===== config.mk =====
export PLATFORM = sky130hd
export DESIGN_NAME = etc1_block_decode_top
export DESIGN_NICKNAME = d
export VERILOG_FILES = /design/src/hdl/etc1_pkg.sv /design/src/hdl/etc1_issue.sv /design/src/hdl/etc1_pix.sv /design/src/hdl/etc1_block_decode_top.sv
export SDC_FILE = /design/constraint.sdc
export NUM_CORES = 1
export LEC_CHECK = 0
export ABC_AREA = 1
export BUFFER_PORTS_ARGS = -buffer_cell sky130_fd_sc_hd__buf_2
export CAP_MARGIN = 40
export CELL_PAD_IN_SITES_DETAIL_PLACEMENT = 2
export CELL_PAD_IN_SITES_GLOBAL_PLACEMENT = 2
export CORE_AREA = 2 2 154 156
export DETAILED_ROUTE_END_ITERATION = 8
export DIE_AREA = 0 0 156 158
export GPL_ROUTABILITY_DRIVEN = 0
export PLACE_DENSITY = 0.78
export SYNTH_ARGS = -nofsm -noshare
export SYNTH_HDL_FRONTEND = slang
export SYNTH_HIERARCHICAL = 1
export SYNTH_SLANG_ARGS = --single-unit

===== constraint.sdc =====
create_clock -name clk -period 2.3 [get_ports clk]
set_input_delay 0.23 -clock clk [delete_from_list [all_inputs] [get_ports clk]]
set_output_delay 0.23 -clock clk [all_outputs]
set_load 0.05 [all_outputs]

===== src/hdl/etc1_pkg.sv =====
package etc1_pkg;

	localparam int unsigned BlockW = 64;
	localparam int unsigned PixCntW = 4;
	localparam logic [PixCntW-1:0] LastPix = 4'd15;
	localparam int unsigned ChanW = 8;
	localparam int unsigned SumW = 10;
	localparam int unsigned ModW = 9;

	typedef logic [ChanW-1:0] chan_t;
	typedef logic signed [SumW-1:0] sum_t;
	typedef logic signed [ModW-1:0] mod_t;

	typedef enum logic {
		ORDER_RGB = 1'b0,
		ORDER_BGR = 1'b1
	} chan_order_t;

	// one pixel request from the sequencer into the pixel pipeline
	typedef struct packed {
		logic              valid;
		logic [BlockW-1:0] block;
		logic [PixCntW-1:0] pix;
	} pix_req_t;

	// modifier table, indexed by table codeword and the two index bits
	function automatic mod_t mod_val(input logic [2:0] tsel, input logic [1:0] idx);
		mod_t mag_lo;
		mod_t mag_hi;
		mod_t mag;
		unique case (tsel)
			3'd0: begin mag_lo = 9'sd2;  mag_hi = 9'sd8;   end
			3'd1: begin mag_lo = 9'sd5;  mag_hi = 9'sd17;  end
			3'd2: begin mag_lo = 9'sd9;  mag_hi = 9'sd29;  end
			3'd3: begin mag_lo = 9'sd13; mag_hi = 9'sd42;  end
			3'd4: begin mag_lo = 9'sd18; mag_hi = 9'sd60;  end
			3'd5: begin mag_lo = 9'sd24; mag_hi = 9'sd80;  end
			3'd6: begin mag_lo = 9'sd33; mag_hi = 9'sd106; end
			default: begin mag_lo = 9'sd47; mag_hi = 9'sd183; end
		endcase
		mag = idx[0] ? mag_hi : mag_lo;
		return idx[1] ? -mag : mag;
	endfunction

	function automatic chan_t exp5(input logic [4:0] v);
		return {v, v[4:2]};
	endfunction

	function automatic chan_t exp4(input logic [3:0] v);
		return {v, v};
	endfunction

	function automatic chan_t clamp8(input sum_t v);
		if (v < 0) begin
			return '0;
		end else if (v > sum_t'(255)) begin
			return '1;
		end
		return v[ChanW-1:0];
	endfunction

endpackage


===== src/hdl/etc1_issue.sv =====
module etc1_issue
	import etc1_pkg::*;
(
	input  logic              clk,
	input  logic              arst_n,
	input  logic              start,
	input  logic [BlockW-1:0] block_word,
	output logic              busy,
	output pix_req_t          req
);

	logic [BlockW-1:0]  block_q;
	logic [PixCntW-1:0] cnt_q;
	logic               active_q;
	logic               take;

	// free on the final pixel beat so the next block follows without a gap
	assign busy = active_q && (cnt_q != LastPix);
	assign take = start && !busy;

	always_ff @(posedge clk or negedge arst_n) begin
		if (!arst_n) begin
			active_q <= 1'b0;
			cnt_q    <= '0;
		end else if (take) begin
			active_q <= 1'b1;
			cnt_q    <= '0;
		end else if (active_q) begin
			active_q <= (cnt_q != LastPix);
			cnt_q    <= cnt_q + 1'b1;
		end
	end

	always_ff @(posedge clk) begin
		if (take) begin
			block_q <= block_word;
		end
	end

	assign req.valid = active_q;
	assign req.block = block_q;
	assign req.pix   = cnt_q;

	a_take_starts: assert property (@(posedge clk) disable iff (!arst_n)
		take |=> active_q && cnt_q == '0)
		else $error("accepted block did not start at pixel zero");

	a_advance: assert property (@(posedge clk) disable iff (!arst_n)
		active_q && cnt_q != LastPix |=> active_q && cnt_q == $past(cnt_q) + 1'b1)
		else $error("pixel sequence skipped or stalled");

	a_end: assert property (@(posedge clk) disable iff (!arst_n)
		active_q && cnt_q == LastPix && !start |=> !active_q)
		else $error("sequencer ran past the last pixel");

endmodule


===== src/hdl/etc1_pix.sv =====
module etc1_pix
	import etc1_pkg::*;
(
	input  logic     clk,
	input  logic     arst_n,
	input  pix_req_t req,
	input  logic     order,
	output logic     strobe,
	output logic [1:0] pos_x,
	output logic [1:0] pos_y,
	output chan_t    chan_first,
	output chan_t    chan_mid,
	output chan_t    chan_last,
	output logic     last_pixel
);

	// stage 1: subblock select, base colour decode, index bits
	logic [31:0] hi;
	logic [31:0] lo;
	logic [1:0]  px;
	logic [1:0]  py;
	logic        sb;
	logic [3:0]  k;
	chan_t       base_c [3];
	logic [2:0]  tsel_c;
	logic [1:0]  idx_c;

	always_comb begin
		logic [4:0] b5;
		logic [2:0] d3;
		logic [4:0] b5d;
		hi = req.block[63:32];
		lo = req.block[31:0];
		px = req.pix[1:0];
		py = req.pix[3:2];
		sb = hi[0] ? py[1] : px[1];
		k  = {px, py};
		for (int c = 0; c < 3; c++) begin
			b5  = hi[31-8*c -: 5];
			d3  = hi[26-8*c -: 3];
			b5d = b5 + {{2{d3[2]}}, d3};
			if (hi[1]) begin
				base_c[c] = sb ? exp5(b5d) : exp5(b5);
			end else begin
				base_c[c] = sb ? exp4(hi[27-8*c -: 4]) : exp4(hi[31-8*c -: 4]);
			end
		end
		tsel_c = sb ? hi[4:2] : hi[7:5];
		idx_c  = {lo[5'(k) + 5'd16], lo[k]};
	end

	logic       valid_s1;
	chan_t      base_s1 [3];
	logic [2:0] tsel_s1;
	logic [1:0] idx_s1;
	logic [1:0] x_s1;
	logic [1:0] y_s1;

	always_ff @(posedge clk or negedge arst_n) begin
		if (!arst_n) begin
			valid_s1 <= 1'b0;
		end else begin
			valid_s1 <= req.valid;
		end
	end

	always_ff @(posedge clk) begin
		base_s1 <= base_c;
		tsel_s1 <= tsel_c;
		idx_s1  <= idx_c;
		x_s1    <= px;
		y_s1    <= py;
	end

	// stage 2: modifier lookup and add
	logic  valid_s2;
	sum_t  sum_s2 [3];
	logic [1:0] x_s2;
	logic [1:0] y_s2;
	mod_t  mod_c;

	assign mod_c = mod_val(tsel_s1, idx_s1);

	always_ff @(posedge clk or negedge arst_n) begin
		if (!arst_n) begin
			valid_s2 <= 1'b0;
		end else begin
			valid_s2 <= valid_s1;
		end
	end

	always_ff @(posedge clk) begin
		for (int c = 0; c < 3; c++) begin
			sum_s2[c] <= sum_t'({2'b00, base_s1[c]}) + sum_t'(mod_c);
		end
		x_s2 <= x_s1;
		y_s2 <= y_s1;
	end

	// stage 3: clamp and channel order
	logic  valid_s3;
	chan_t first_s3;
	chan_t mid_s3;
	chan_t last_s3;
	logic [1:0] x_s3;
	logic [1:0] y_s3;
	chan_t r_c;
	chan_t g_c;
	chan_t b_c;

	assign r_c = clamp8(sum_s2[0]);
	assign g_c = clamp8(sum_s2[1]);
	assign b_c = clamp8(sum_s2[2]);

	always_ff @(posedge clk or negedge arst_n) begin
		if (!arst_n) begin
			valid_s3 <= 1'b0;
		end else begin
			valid_s3 <= valid_s2;
		end
	end

	always_ff @(posedge clk) begin
		first_s3 <= (order == ORDER_BGR) ? b_c : r_c;
		mid_s3   <= g_c;
		last_s3  <= (order == ORDER_BGR) ? r_c : b_c;
		x_s3     <= x_s2;
		y_s3     <= y_s2;
	end

	assign strobe     = valid_s3;
	assign pos_x      = x_s3;
	assign pos_y      = y_s3;
	assign chan_first = first_s3;
	assign chan_mid   = mid_s3;
	assign chan_last  = last_s3;
	assign last_pixel = (x_s3 == 2'd3) && (y_s3 == 2'd3);

	a_latency: assert property (@(posedge clk) disable iff (!arst_n)
		strobe |-> $past(req.valid, 3))
		else $error("pixel beat without matching request");

	a_dense: assert property (@(posedge clk) disable iff (!arst_n)
		strobe && !last_pixel |=> strobe)
		else $error("gap inside a block's pixel beats");

	a_order: assert property (@(posedge clk) disable iff (!arst_n)
		strobe && $past(strobe) && !$past(last_pixel) |->
			{pos_y, pos_x} == $past({pos_y, pos_x}) + 4'd1)
		else $error("pixels out of raster order");

endmodule


===== src/hdl/etc1_block_decode_top.sv =====
// ETC1 block decoder.
// Input: pulse start with block_word (first stored byte in bits 63..56);
// the block is taken at a clock edge where start is high and busy is low.
// Output: sixteen pixel beats in raster order, one per cycle, each marked
// by strobe for a single cycle, with pos_x/pos_y and three 8-bit channels;
// last_pixel flags the sixteenth. The receiver cannot hold beats off.
// The accepting edge loads the sequencer; the first pixel's strobe follows
// through valid_s1, valid_s2 and valid_s3. Block rate is set by the
// one-pixel-per-cycle output; busy drops during the last pixel issue cycle
// so a new block follows with no gap. Pixels run through a three-stage pipeline
// (decode, modifier add, clamp) behind the pixel sequencer.
// Config: cfg_valid/cfg_ready/cfg_data writes channel_order (bit 0):
// 0 gives R,G,B, 1 gives B,G,R. Write only while no block is in flight.
// Reset: asynchronous, active low; clears the sequencer, the pipeline
// valid bits and channel_order.
module etc1_block_decode_top
	import etc1_pkg::*;
(
	input  logic              clk,
	input  logic              arst_n,
	input  logic              start,
	output logic              busy,
	input  logic [BlockW-1:0] block_word,
	input  logic              cfg_valid,
	output logic              cfg_ready,
	input  logic              cfg_data,
	output logic              strobe,
	output logic [1:0]        pos_x,
	output logic [1:0]        pos_y,
	output logic [7:0]        chan_first,
	output logic [7:0]        chan_mid,
	output logic [7:0]        chan_last,
	output logic              last_pixel
);

	logic     order_q;
	pix_req_t req;

	assign cfg_ready = 1'b1;

	always_ff @(posedge clk or negedge arst_n) begin
		if (!arst_n) begin
			order_q <= ORDER_RGB;
		end else if (cfg_valid && cfg_ready) begin
			order_q <= cfg_data;
		end
	end

	etc1_issue u_issue (
		.clk        (clk),
		.arst_n     (arst_n),
		.start      (start),
		.block_word (block_word),
		.busy       (busy),
		.req        (req)
	);

	etc1_pix u_pix (
		.clk        (clk),
		.arst_n     (arst_n),
		.req        (req),
		.order      (order_q),
		.strobe     (strobe),
		.pos_x      (pos_x),
		.pos_y      (pos_y),
		.chan_first (chan_first),
		.chan_mid   (chan_mid),
		.chan_last  (chan_last),
		.last_pixel (last_pixel)
	);

endmodule


Word-level counts from Yosys, hierarchy flattened
Memory sizes are Yosys's and may differ from the RTL's.
Index checks and enable logic that the tools add are counted.
{"block": "classes", "n_mux": 40, "n_eq_ne": 9, "magnitude_cmp": 8, "n_addsub": 9, "reduce_logical": 6}
{"operator": "2-to-1 mux 8 bit", "n": 21}
{"operator": "one-hot mux 8 bit (7 select lines)", "n": 1}
{"operator": "one-hot mux 6 bit (7 select lines)", "n": 1}
{"operator": "adder 9 x 9 -> 10 bit", "n": 3}
{"operator": "greater-than comparator 10 x 9 -> 1 bit, second input constant", "n": 3}
{"operator": "less-than comparator 10 x 1 -> 1 bit, second input constant", "n": 3}
{"operator": "adder 5 bit", "n": 3}
{"operator": "2-to-1 mux 1 bit", "n": 11}
{"operator": "equality test 3 bit, second input constant", "n": 3}
{"operator": "2-to-1 mux 9 bit", "n": 1}
{"operator": "negator 9 bit", "n": 1}
{"operator": "2-to-1 mux 4 bit", "n": 2}
{"operator": "equality test 3 x 2 -> 1 bit, second input constant", "n": 2}
{"operator": "less-than comparator 4 x 6 -> 1 bit, second input constant", "n": 1}
{"operator": "less-than comparator 5 x 6 -> 1 bit, second input constant", "n": 1}
{"operator": "adder 4 x 5 -> 5 bit, second input constant", "n": 1}
{"operator": "binary-select mux 1 bit (select 5 bit)", "n": 1}
{"operator": "adder 4 x 1 -> 4 bit, second input constant", "n": 1}
{"operator": "binary-select mux 1 bit (select 4 bit)", "n": 1}
{"operator": "equality test 2 bit, second input constant", "n": 2}
{"operator": "!= test 4 bit, second input constant", "n": 1}
{"operator": "equality test 3 x 1 -> 1 bit, second input constant", "n": 1}
{"operator": "logical AND 1 bit", "n": 3}
{"operator": "logical NOT 3 bit", "n": 1}
{"operator": "other kinds (3)", "n": 3}
{"block": "word_totals", "out_inout_bits": 32, "in_bits": 69, "ramBits": 30, "elab_cells": 94, "memories": 1, "ff_bits": 138}
{"memory": "u_pix.sum_s2", "words": 3, "width": 10, "read_ports": 3, "rd_ports_with_merged_regs": 0, "write_ports": 3, "line": "etc1_pix.sv:77", "source": "sum_t sum_s2 [3];"}

Longest topological paths before layout
Gate-level depths: netlist of run 1.
{"block": "depth", "word_depth": 6, "depth_mapped": 19}

By module
Netlist of run 1, hierarchy kept.
{"module": "etc1_pix", "area_each_um2": 5014.8, "cells_each": 660, "n_inst": 1}
{"module": "etc1_issue", "area_each_um2": 2199.6, "cells_each": 98, "n_inst": 1}
{"module": "etc1_block_decode_top", "area_each_um2": 51.3, "cells_each": 7, "n_inst": 1}

Worst setup path after synthesis of run 1
No wires, ideal clock.
{"block": "synth_timing", "path_kind": "reg2reg", "startpoint": "register u_issue.cnt_q[0]", "endpoint": "register u_issue.block_q[0], enable pin", "required_time_ps": 1880, "path_buffers": 0, "period_less_slack_ps": 2580, "t_arrival_ps": 2161, "setup_time_ps": 420, "stages_incl_launch_ff": 6, "setup_slack_ps": -280, "path_cell_list": "dfrtp_1 -> ha_1 -> nand3_1 -> nand2_2 -> nand2_2 -> inv_1"}
{"block": "synth_via", "elab_chain_cells": 4}
{"element": "from (decl)", "line": "etc1_issue.sv:13", "source": "logic [PixCntW-1:0] cnt_q;"}
{"element": "from (signal assigned)", "line": "etc1_issue.sv:30", "source": "cnt_q <= cnt_q + 1'b1;"}
{"element": "!= test 4 bit", "line": "etc1_issue.sv:18", "source": "assign busy = active_q && (cnt_q != LastPix);"}
{"element": "logical AND 1 bit", "line": "etc1_issue.sv:18"}
{"element": "logical NOT 1 bit", "line": "etc1_issue.sv:19", "source": "assign take = start && !busy;"}
{"element": "logical AND 1 bit", "line": "etc1_issue.sv:19"}
{"element": "net u_issue.take", "line": "etc1_issue.sv:15", "source": "logic take;"}
{"element": "to (signal assigned)", "line": "etc1_issue.sv:36", "source": "block_q <= block_word;"}
{"element": "to (decl)", "line": "etc1_issue.sv:12", "source": "logic [BlockW-1:0] block_q;"}
The timed path passes the listed nets, and every way through them passes these cells.
A chain may end at the register's enable or synchronous reset.

==> impl_metrics.tcl, run 1 <==
set metrics [dict create \
    fmax_mhz 410.2 \
    holdWs_ps 37.23 \
    hold_class "primary input to flip-flop" \
    cts_inserted_buffers 17 \
    n_antenna_cell 0 \
    worstSetupPathType "flip-flop to flip-flop" \
    antenna_found_initial 0 \
    ys_ff_latch 168 \
    cp_max_fo 4 \
    cts_tree "built" \
    synth.distinct_cells 39 \
    clk_root_buffer_cell "clkbuf_16" \
    dp_hpwl_mm 14.07 \
    track_usage_pct 19.13 \
    final_antenna_net_count 0 \
    fin_crit_sh_pct 106.0 \
    grt_start_max_net_pins 57 \
    num_vias 6151 \
    rsz0062_at_grt "true" \
    final_util_pct 44.34 \
    synthesis.area_sq_um 7266 \
    seq_area_sq_um 4064 \
    yosys_warnings 6 \
    hold_viol 0 \
    drive_gt1_share_pct 30.17 \
    first_pass_iters 4 \
    multi_input_area_sq_um 3246 \
    start_util_pct 31.52 \
    skew_ps 20.95 \
    final-setup-viol-count 16 \
    die_y_microns 158 \
    max_cap_viol_count 0 \
    htreeDepth 4 \
    cp.arrival_ps 2810 \
    numClockSinks 168 \
    drcViolationCount 0 \
    status "finished, violations left" \
    ys_seq_area_share_pct 55.73 \
    insertion_delay_ps 450 \
    avgViaCountPerCell 4.765 \
    die_x_microns 156 \
    grt_pass1_vias 6774 \
    grt-ovfl-total 0 \
    required_ps 2670 \
    wl_per_cell_microns 18.91 \
    fin_nets 1101 \
    failed_checks "negative setup slack" \
    die_area_sq_um 24650 \
    synthCells 765 \
    clock_path_buffers 2 \
    core_sq_um 23050 \
    row_count 56 \
    io_buffers 99 \
    setup_ws_ps -137.7 \
    routed_wl_mm 24.41 \
    fill_cells 2399 \
    drt_iter0_drc 227 \
    synthesis.nets 878 \
    avgSynthCellArea_sq_um 9.498 \
    worstSetupStartpointType "flip-flop" \
    cp-end-kind "flip-flop" \
    cts.reportedPaths.clkPinSlew_ps 70 \
    syn2layout_area_growth_pct 40.69 \
    pin_count 101 \
    period_needed_ps 2438 \
    grt_first_pass_wirelength_mm 36.33 \
    slew_viol_final 0 \
]
## state kept, by name, summed over array words and instances (netlist names), 3 cells and up
signal            cells
u_issue/cnt_q         4
u_issue/block_q      64
u_pix/chan_mid        8
u_pix/chan_last       8
u_pix/chan_first      8
u_pix/base_s1        24
u_pix/tsel_s1         3
u_pix/sum_s2         30
## cells by family (layout without fill, tap and decap cells)
kind of cell,Yosys count,after routing,synth area share (%)
and+or+nand+nor,308,308,17.89
DFF,168,168,55.73
AOI/OAI and AO/OA,110,110,8.576
buffers and inverters,103,339,5.820
adders and majority gates,44,44,8.197
xor gates and xnor gates,31,31,3.737
other,1,1,0.05161
## critical path, stage by stage (launching register included)
cell and delay [ps]:
dfxtp_4 410, nand2_4 60, inv_2 80, nand3_2 110, nand2_4 120, ha_4 160, inv_4 50, o21ai_4 170
xor2_2 180, buf_6 160, ha_1 290, nand2_1 100, inv_1 60, nand2_1 110, nand3_2 100, nand2_1 70
nand2_1 50, nor2_1 100
## metrics by stage
step / instance area (sq um) / worst slack (ps) / TNS (ps) / cells
final: 10220 / -137.7 / -1123 / 1291
after global routing: 10220 / -297.4 / -3363 / 1291
after CTS: 9913 / -56.35 / -421.4 / 1281
after detailed placement: 8403 / -189.8 / -1430 / 1176
after global placement: 8403 / -65.49 / -132.1 / 1176
after floorplan: 7313 / 2.779 / 0 / 765
## layout make-up
cell class	count	area share [%]
clock inverters	15	1.579
flip-flops and latches	168	39.76
clock buffers	17	4.162
inverters	83	3.256
multi-input cells	494	31.75
well taps	290	3.550
repair buffers	224	15.95
## path summary, 6_finish.rpt
kind	depth (start not counted)	start	to	slack, ps
worst min register to register	0	u_pix/y_s1[1]	u_pix/y_s2[1]	330
worst min-delay path	4	cfg_valid	order_q	40
worst max-delay path	17	u_pix/tsel_s1[1]	u_pix/sum_s2[0][19]	-140
max in group asynchronous	2	arst_n	u_pix/strobe	1910
min in group asynchronous	2	arst_n	u_issue/cnt_q[0]	180
worst max register to register	17	u_pix/tsel_s1[1]	u_pix/sum_s2[0][19]	-140
## cells in the final DEF, fill, tap and decap left out, drive strengths merged, types with 17 or more instances in the layout
master / n
o21ai: 53
inv: 92
edfxtp: 64
a21oi: 37
buf: 157
clkbuf: 17
dfxtp: 95
nand2: 194
nor2: 58
ha: 38
nand3: 45
xor2: 25
dlygate4sd3: 67
## cells in the mapped netlist
master | count | area [sq um]
a21oi_1 | 36 | 180.2
inv_4 | 1 | 6.260
nand2_1 | 186 | 698.2
dfrtp_1 | 9 | 225.2
nand4_2 | 1 | 12.51
or2_2 | 1 | 6.260
buf_4 | 3 | 22.52
or2_0 | 1 | 6.260
nor2_2 | 3 | 18.77
inv_1 | 76 | 285.3
a21boi_0 | 1 | 7.510
o211ai_1 | 12 | 90.09
ha_1 | 38 | 475.5
dfxtp_1 | 95 | 1902
conb_1 | 1 | 3.750
nand2_2 | 8 | 50.05
xnor2_1 | 6 | 52.55
or2_1 | 1 | 6.260
xor2_1 | 25 | 219.0
o21ai_0 | 39 | 195.2
buf_2 | 6 | 30.03
nand3b_1 | 3 | 22.52
nand3_1 | 42 | 210.2
buf_6 | 2 | 22.52
nand4_1 | 4 | 25.02
a31oi_1 | 1 | 6.260
nand3_2 | 3 | 30.03
edfxtp_1 | 64 | 1922
o21ai_4 | 2 | 32.53
clkbuf_1 | 8 | 30.03
o22ai_1 | 2 | 12.51
a21o_1 | 4 | 30.03
a21oi_2 | 1 | 8.760
nor2_4 | 1 | 11.26
inv_2 | 6 | 22.52
fa_1 | 6 | 120.1
buf_1 | 1 | 3.750
nor2_1 | 54 | 202.7
o21ai_1 | 12 | 60.06
## per-layer routing
layer / routed length (microns) / vias to the layer above / global-route usage [%] / share of wire [%]
met3: 643 / 42 / 3.778 / 2.6
li1: - / 2948 / - / -
met5: 0 / - / 0 / 0
met4: 716 / 0 / 5.592 / 2.9
met1: 9712 / 3046 / 21.50 / 40
met2: 13340 / 115 / 36.54 / 55
## timing repair
item / CTS / global route
hold buffers: 67 / 0
resized for setup: 40 / 64
pin swaps: 12 / 31
endpoints found under the hold margin: 74 / 0
endpoints found under the setup margin: 21 / 22
setup buffers: 6 / 10
Power of run 1 is left out: the tool's default activity adds up to more than one toggle a clock period on the data nets, which glitch-free logic cannot reach.
==> inputs of run 2 (changes only) <==
--- a/config.mk
+++ b/config.mk
@@ -6,15 +6,16 @@
 export NUM_CORES = 1
 export LEC_CHECK = 0
 export ABC_AREA = 1
-export BUFFER_PORTS_ARGS = -buffer_cell sky130_fd_sc_hd__buf_2
 export CAP_MARGIN = 40
 export CELL_PAD_IN_SITES_DETAIL_PLACEMENT = 2
 export CELL_PAD_IN_SITES_GLOBAL_PLACEMENT = 2
-export CORE_AREA = 2 2 154 156
+export CORE_AREA = 2 2 144 146
+export CTS_BUF_LIST = sky130_fd_sc_hd__clkbuf_2 sky130_fd_sc_hd__clkbuf_4 sky130_fd_sc_hd__clkbuf_8
 export DETAILED_ROUTE_END_ITERATION = 8
-export DIE_AREA = 0 0 156 158
+export DIE_AREA = 0 0 146 148
+export DONT_BUFFER_PORTS = 1
 export GPL_ROUTABILITY_DRIVEN = 0
-export PLACE_DENSITY = 0.78
+export PLACE_DENSITY = 0.8
 export SYNTH_ARGS = -nofsm -noshare
 export SYNTH_HDL_FRONTEND = slang
 export SYNTH_HIERARCHICAL = 1
==> run 2 against run 1 <==
Compared with the run above: the flow still finishes with violations (negative setup slack); hold slack better by 160 ps; via count fell by 4.1%; first-iteration DRC count shrank 12%; worst setup slack worse by 66 ps; sequential cell count unchanged; design area down 5.5%; global-route usage rose by 3.7 points; routed wire length up 5.6%; critical path depth down 3; die area fell by 12%; utilization rose by 3.8 points; critical endpoint is now u_pix/sum_s2[0][7].
==> impl_metrics.tcl, run 2 (synthesized netlist as in run 1, its figures left out) <==
set metrics [dict create \
    status "finished, violations left" \
    failed_checks "negative setup slack" \
    final_cell_mix "nand2_1 (161), dfxtp_1 (91), dlygate4sd3_1 (69), edfxtp_1 (64), inv_1 (60)" \
    r2r_start "u_pix/tsel_s1[0]" \
    grt_first_pass_wirelength_mm 37.95 \
    core_sq_um 20040 \
    rsz0062_at_grt "true" \
    max_cap_viol_count 0 \
    antenna_found_initial 0 \
    wl_per_cell_microns 22.02 \
    cts_tree "built" \
    setup_ws_ps -203.9 \
    insertion_delay_ps 470 \
    final_cells 1170 \
    die_area_sq_um 21610 \
    cts_inserted_buffers 17 \
    clock_path_buffers 2 \
    fmax_mhz 399.4 \
    num_vias 5897 \
    holdWs_ps 194.5 \
    grt_start_max_net_pins 66 \
    cp.arrival_ps 2850 \
    cp_max_fo 6 \
    numClockSinks 168 \
    startpoint "u_pix/tsel_s1[0]" \
    fin_crit_sh_pct 108.9 \
    grt-ovfl-total 0 \
    drive_gt1_share_pct 24.00 \
    hold_viol 0 \
    worstSetupPathType "flip-flop to flip-flop" \
    die_x_microns 146 \
    required_ps 2650 \
    period_needed_ps 2504 \
    track_usage_pct 22.80 \
    pin_count 101 \
    start_util_pct 36.26 \
    htreeDepth 4 \
    final_antenna_net_count 0 \
    drcViolationCount 0 \
    row_count 52 \
    clk_root_buffer_cell "clkbuf_8" \
    largest_reg_flops 64 \
    routed_wl_mm 25.77 \
    n_antenna_cell 0 \
    syn2layout_area_growth_pct 32.91 \
    slew-limit-headroom_pct 62.69 \
    reg_top3 "u_issue/block_q (64), u_pix/sum_s2 (30), u_pix/base_s1 (24)" \
    drt_iter0_drc 200 \
    regMostFlops "u_issue/block_q" \
    dp_hpwl_mm 14.12 \
    first_pass_iters 5 \
    cts.reportedPaths.clkPinSlew_ps 90 \
    hold_class "primary input to asynchronous set/reset pin" \
    final_common_cell "nand2_1" \
    fill_cells 2078 \
    cp-end-kind "flip-flop" \
    placed_cells 1055 \
    worst_pin_slew_ps 557.8 \
    fin_nets 1000 \
    place_ws_ps -249.2 \
    skew_ps 18.74 \
    io_buffers 0 \
    final-setup-viol-count 19 \
    avgViaCountPerCell 5.040 \
    slew_viol_final 0 \
    grt_pass1_vias 6902 \
    worstSetupStartpointType "flip-flop" \
    die_y_microns 148 \
]
==> run 2: cell types whose count changed in the layout (fill, tap and decap cells not counted), sizes merged <==
cell         previous run  this run
buf                   157        54
bufinv                  0         3
clkbuf                 17        20
inv                    92        83
clkinv                  5         6
dlygate4sd3            67        69
clkinvlp                1         3
==> run 2: path summary, 6_finish.rpt <==
kind | endpoint | depth (start not counted) | slack [ps]
max reg2reg | u_pix/sum_s2[0][7] | 14 | -200
min in group clk | u_pix/pos_x[0] | 0 | 340
min reg2reg | u_pix/pos_x[0] | 0 | 340
max | u_pix/sum_s2[0][7] | 14 | -200
max in group asynchronous | u_issue/cnt_q[0] | 1 | 1740
min | u_issue/active_q | 1 | 190
==> run 2: area by class of cell <==
| class | count | area (sq um) | area share (%) |
|---|---|---|---|
| Clock inverter | 12 | 152.6 | 1.581 |
| Tap cell | 270 | 337.8 | 3.498 |
| Clock buffer | 20 | 256.5 | 2.656 |
| Timing Repair Buffer | 123 | 1139 | 11.79 |
| Sequential cell | 168 | 4064 | 42.08 |
| Multi-Input combinational cell | 494 | 3369 | 34.89 |
| Inverter | 83 | 337.8 | 3.498 |
==> run 2: routing by layer <==
layer,up-vias,GRT usage (%),share of wire (%)
li1,2741,-,-
met2,151,43.80,55
met1,2951,24.06,38
met3,54,4.167,3.0
met5,-,0,0
met4,0,10.63,4.1
==> run 2: through the flow <==
stage | instance area, sq um | TNS [ps] | util, %
2_1_floorplan | 7313 | 0 | -
3_3_place_gp | 7855 | -49.54 | 39.20
3_5_place_dp | 7855 | -2896 | 39.20
4_1_cts | 9304 | -166.9 | 46.43
5_1_grt | 9657 | -3994 | 48.19
6_report | 9657 | -1980 | 48.19
==> run 2: timing repair <==
action / in CTS / in global routing
endpoints found under the setup margin: 21 / 22
pin swaps: 21 / 38
hold buffers: 69 / 0
gates resized for setup: 72 / 69
endpoints found under the hold margin: 78 / 0
setup buffers: 5 / 9
==> run 2: critical path, cell delays in order, from the launching register on <==
cell	delay, ps
dfxtp_4	390
nor2_4	200
nand2_2	100
nand2_4	90
nor2_4	50
ha_4	170
inv_4	80
o21ai_4	60
xor2_2	150
buf_6	160
ha_4	280
buf_4	150
nand4_1	180
a21boi_2	260
nor2_1	70
Power of run 2 is left out for the same reason.
==> inputs of run 3 (changes only) <==
--- a/config.mk
+++ b/config.mk
@@ -5,17 +5,17 @@
 export SDC_FILE = /design/constraint.sdc
 export NUM_CORES = 1
 export LEC_CHECK = 0
-export ABC_AREA = 1
+export ABC_AREA = 0
 export CAP_MARGIN = 40
 export CELL_PAD_IN_SITES_DETAIL_PLACEMENT = 2
 export CELL_PAD_IN_SITES_GLOBAL_PLACEMENT = 2
-export CORE_AREA = 2 2 144 146
+export CORE_AREA = 2 2 127 159
 export CTS_BUF_LIST = sky130_fd_sc_hd__clkbuf_2 sky130_fd_sc_hd__clkbuf_4 sky130_fd_sc_hd__clkbuf_8
 export DETAILED_ROUTE_END_ITERATION = 8
-export DIE_AREA = 0 0 146 148
+export DIE_AREA = 0 0 129 161
 export DONT_BUFFER_PORTS = 1
 export GPL_ROUTABILITY_DRIVEN = 0
-export PLACE_DENSITY = 0.8
+export PLACE_DENSITY = 0.81
 export SYNTH_ARGS = -nofsm -noshare
 export SYNTH_HDL_FRONTEND = slang
 export SYNTH_HIERARCHICAL = 1
==> run 3 against run 2 <==
Compared with the run above: the run still ends with negative setup slack left; synthesized area is 1.7% higher; design area rose by 1.2%; first-iteration DRC count is 81% higher; sequential cell count unchanged; register-to-register slack worse by 740 ps; count of clock-buffer cells in the layout fell by 2; critical path depth is 4 higher; routed wire length up 17%; synthesized cell count down 14%; via count is 3.4% higher; critical path type unchanged.
==> impl_metrics.tcl, run 3 <==
set metrics [dict create \
    status "finished, violations left" \
    failed_checks "negative setup slack" \
    drt_iter0_drc 361 \
    synth.most_common_cell "dfxtp_1" \
    num_vias 6097 \
    cts_tree "built" \
    reg2reg_depth 18 \
    routed_wl_mm 30.13 \
    worstSetupPathType "flip-flop to flip-flop" \
    grt_start_max_net_pins 52 \
    die_x_microns 129 \
    synth_compound_area_share_pct 9.538 \
    fmax_mhz 308.7 \
    fin_nets 916 \
    synth_xor_area_share_pct 3.676 \
    fin_crit_sh_pct 140.9 \
    ys_async_sr_fraction_pct 5.357 \
    synth_area_leaders "edfxtp_1 (26%), dfxtp_1 (26%), ha_1 (6.4%)" \
    grt_first_pass_wirelength_mm 40.52 \
    drcViolationCount 0 \
    final-setup-viol-count 25 \
    dp_hpwl_mm 14.85 \
    place_ws_ps -875.5 \
    syn2layout_area_growth_pct 32.34 \
    yosys_most_used_dff "dfxtp_1" \
    htreeDepth 4 \
    multi_input_area_sq_um 3482 \
    synthesis.area_sq_um 7386 \
    yosys_warnings 6 \
    yosysTopAreaCell "edfxtp_1" \
    worstSetupStartpointType "flip-flop" \
    required_ps 2690 \
    die_y_microns 161 \
    whs_path_depth 2 \
    max_cap_viol_count 0 \
    hold_viol 0 \
    min_from "start" \
    clk_root_buffer_cell "clkbuf_8" \
    cp_max_fo 6 \
    avgViaCountPerCell 5.625 \
    row_count 57 \
    hold-path-endpoint "u_issue/cnt_q[0]" \
    reg_top3 "u_issue/block_q (64), u_pix/sum_s2 (30), u_pix/base_s1 (24)" \
    worst_pin_slew_ps 656.6 \
    reg2reg_setup_slack_ps -940 \
    start_util_pct 38.21 \
    cp.arrival_ps 3630 \
    synthesis.nets 771 \
    synth_fa_ha_area_share_pct 8.064 \
    seq_area_sq_um 4064 \
    setup_ws_ps -939.9 \
    die_area_sq_um 20770 \
    largest_reg_flops 64 \
    clock_path_buffers 2 \
    synthMuxAreaShare_pct 7.555 \
    hold_class "primary input to flip-flop" \
    final_antenna_net_count 0 \
    rsz0062_at_grt "true" \
    skew_ps 31.95 \
    holdWs_ps 83.31 \
    synth-simple-area-share_pct 12.98 \
    numClockSinks 168 \
    drive_gt1_share_pct 28.19 \
    synthTopCellsByCount "dfxtp_1 (95), nor2_1 (87), edfxtp_1 (64)" \
    final_cell_mix "dfxtp_1 (91), nor2_1 (79), buf_4 (77), dlygate4sd3_1 (68), edfxtp_1 (64)" \
    cts.reportedPaths.clkPinSlew_ps 130 \
    period_needed_ps 3240 \
    synth_edf_count 64 \
    final_util_pct 50.57 \
    slew-limit-headroom_pct 56.23 \
    synth.distinct_cells 52 \
    slew_viol_final 0 \
    io_buffers 0 \
    r2r_start "u_pix/idx_s1[0]" \
    grt-ovfl-total 0 \
    wl_per_cell_microns 27.79 \
    insertion_delay_ps 490 \
    grt_pass1_vias 6809 \
    cp-end-kind "flip-flop" \
    worst_r2r_endpoint "u_pix/sum_s2[0][7]" \
    first_pass_iters 5 \
    synth_top_family_by_area "simple AND/OR/NAND/NOR gates" \
    antenna_found_initial 3 \
    synth_top_area_share_pct 26.02 \
    core_sq_um 19330 \
    avgSynthCellArea_sq_um 11.22 \
    synthCells 658 \
    fill_cells 1836 \
    ys_ff_latch 168 \
    regMostFlops "u_issue/block_q" \
    track_usage_pct 26.63 \
    final_common_cell "dfxtp_1" \
    cts_inserted_buffers 17 \
    ys_seq_area_share_pct 54.82 \
    pin_count 101 \
]
==> run 3: cells by family (layout without fill, tap and decap cells) <==
| group | after synthesis | in the layout |
|---|---|---|
| adder cells (fa/ha/maj) | 44 | 44 |
| buffers and inverters | 59 | 217 |
| other | 1 | 4 |
| XOR/XNOR | 31 | 31 |
| flip-flops | 168 | 168 |
| multiplexers | 38 | 38 |
| AO/OA/AOI/OAI | 106 | 106 |
| AND/OR/NAND/NOR | 211 | 211 |
==> run 3: metal layers <==
layer  global-route usage (%)  wire [microns]
met4                    18.38            2390
met1                    26.55            9956
met3                    5.366            1457
met5                        0               0
met2                    48.80           16320
==> run 3: critical path, cell delays in order, from the launching register on <==
cell      delay [ps]
dfxtp_4          440
o21ai_2           90
a22o_1           270
inv_2             90
ha_4             180
inv_2             50
o21ai_2          120
a21oi_1          100
o22ai_1          210
a21oi_2           80
buf_4            160
ha_4             270
buf_6            120
nand3_4           70
o211ai_1         180
buf_4            160
nor4_2            40
nor3_2           290
xor2_1           210
==> run 3: worst max path at each step <==
| stage | startpoint | endpoint | slack (ps) | cells past startpoint |
|---|---|---|---|---|
| 2_1_floorplan | u_pix/tsel_s1[2] | u_pix/sum_s2[0][18] | -540 | 15 |
| 3_3_place_gp | u_pix/tsel_s1[2] | u_pix/sum_s2[0][8] | -620 | 11 |
| 3_5_place_dp | u_pix/tsel_s1[2] | u_pix/sum_s2[0][18] | -880 | 11 |
| 4_1_cts | u_pix/tsel_s1[2] | u_pix/sum_s2[0][18] | -750 | 15 |
| 5_1_grt | u_pix/idx_s1[0] | u_pix/sum_s2[0][7] | -1080 | 18 |
| 6_report | u_pix/idx_s1[0] | u_pix/sum_s2[0][7] | -940 | 18 |
==> run 3: layout make-up <==
type,count,share of cell area [%]
clock inverter,14,1.575
sequential,168,41.58
multi-input combinational,431,35.62
clock buffer,18,2.471
timing repair buffer,154,14.09
antenna,3,0.07680
inverter,31,1.190
tap,265,3.392
==> run 3: through the flow <==
stage / cell area, sq um / TNS (ps) / std cells
final: 9774 / -14460 / 1084
after global routing: 9774 / -18920 / 1084
after CTS: 9384 / -10400 / 1069
after detailed placement: 8162 / -14540 / 963
after global placement: 8162 / -8686 / 963
after floorplan: 7443 / -4212 / 658
==> run 3: timing repair <==
item                                    in CTS  in global routing
endpoints found under the hold margin       76                  0
hold buffers                                68                  0
setup buffers                                8                 13
pin swaps                                   17                 37
endpoints found under the setup margin      27                 32
resized for setup                           32                 64
Power of run 3 is left out for the same reason.
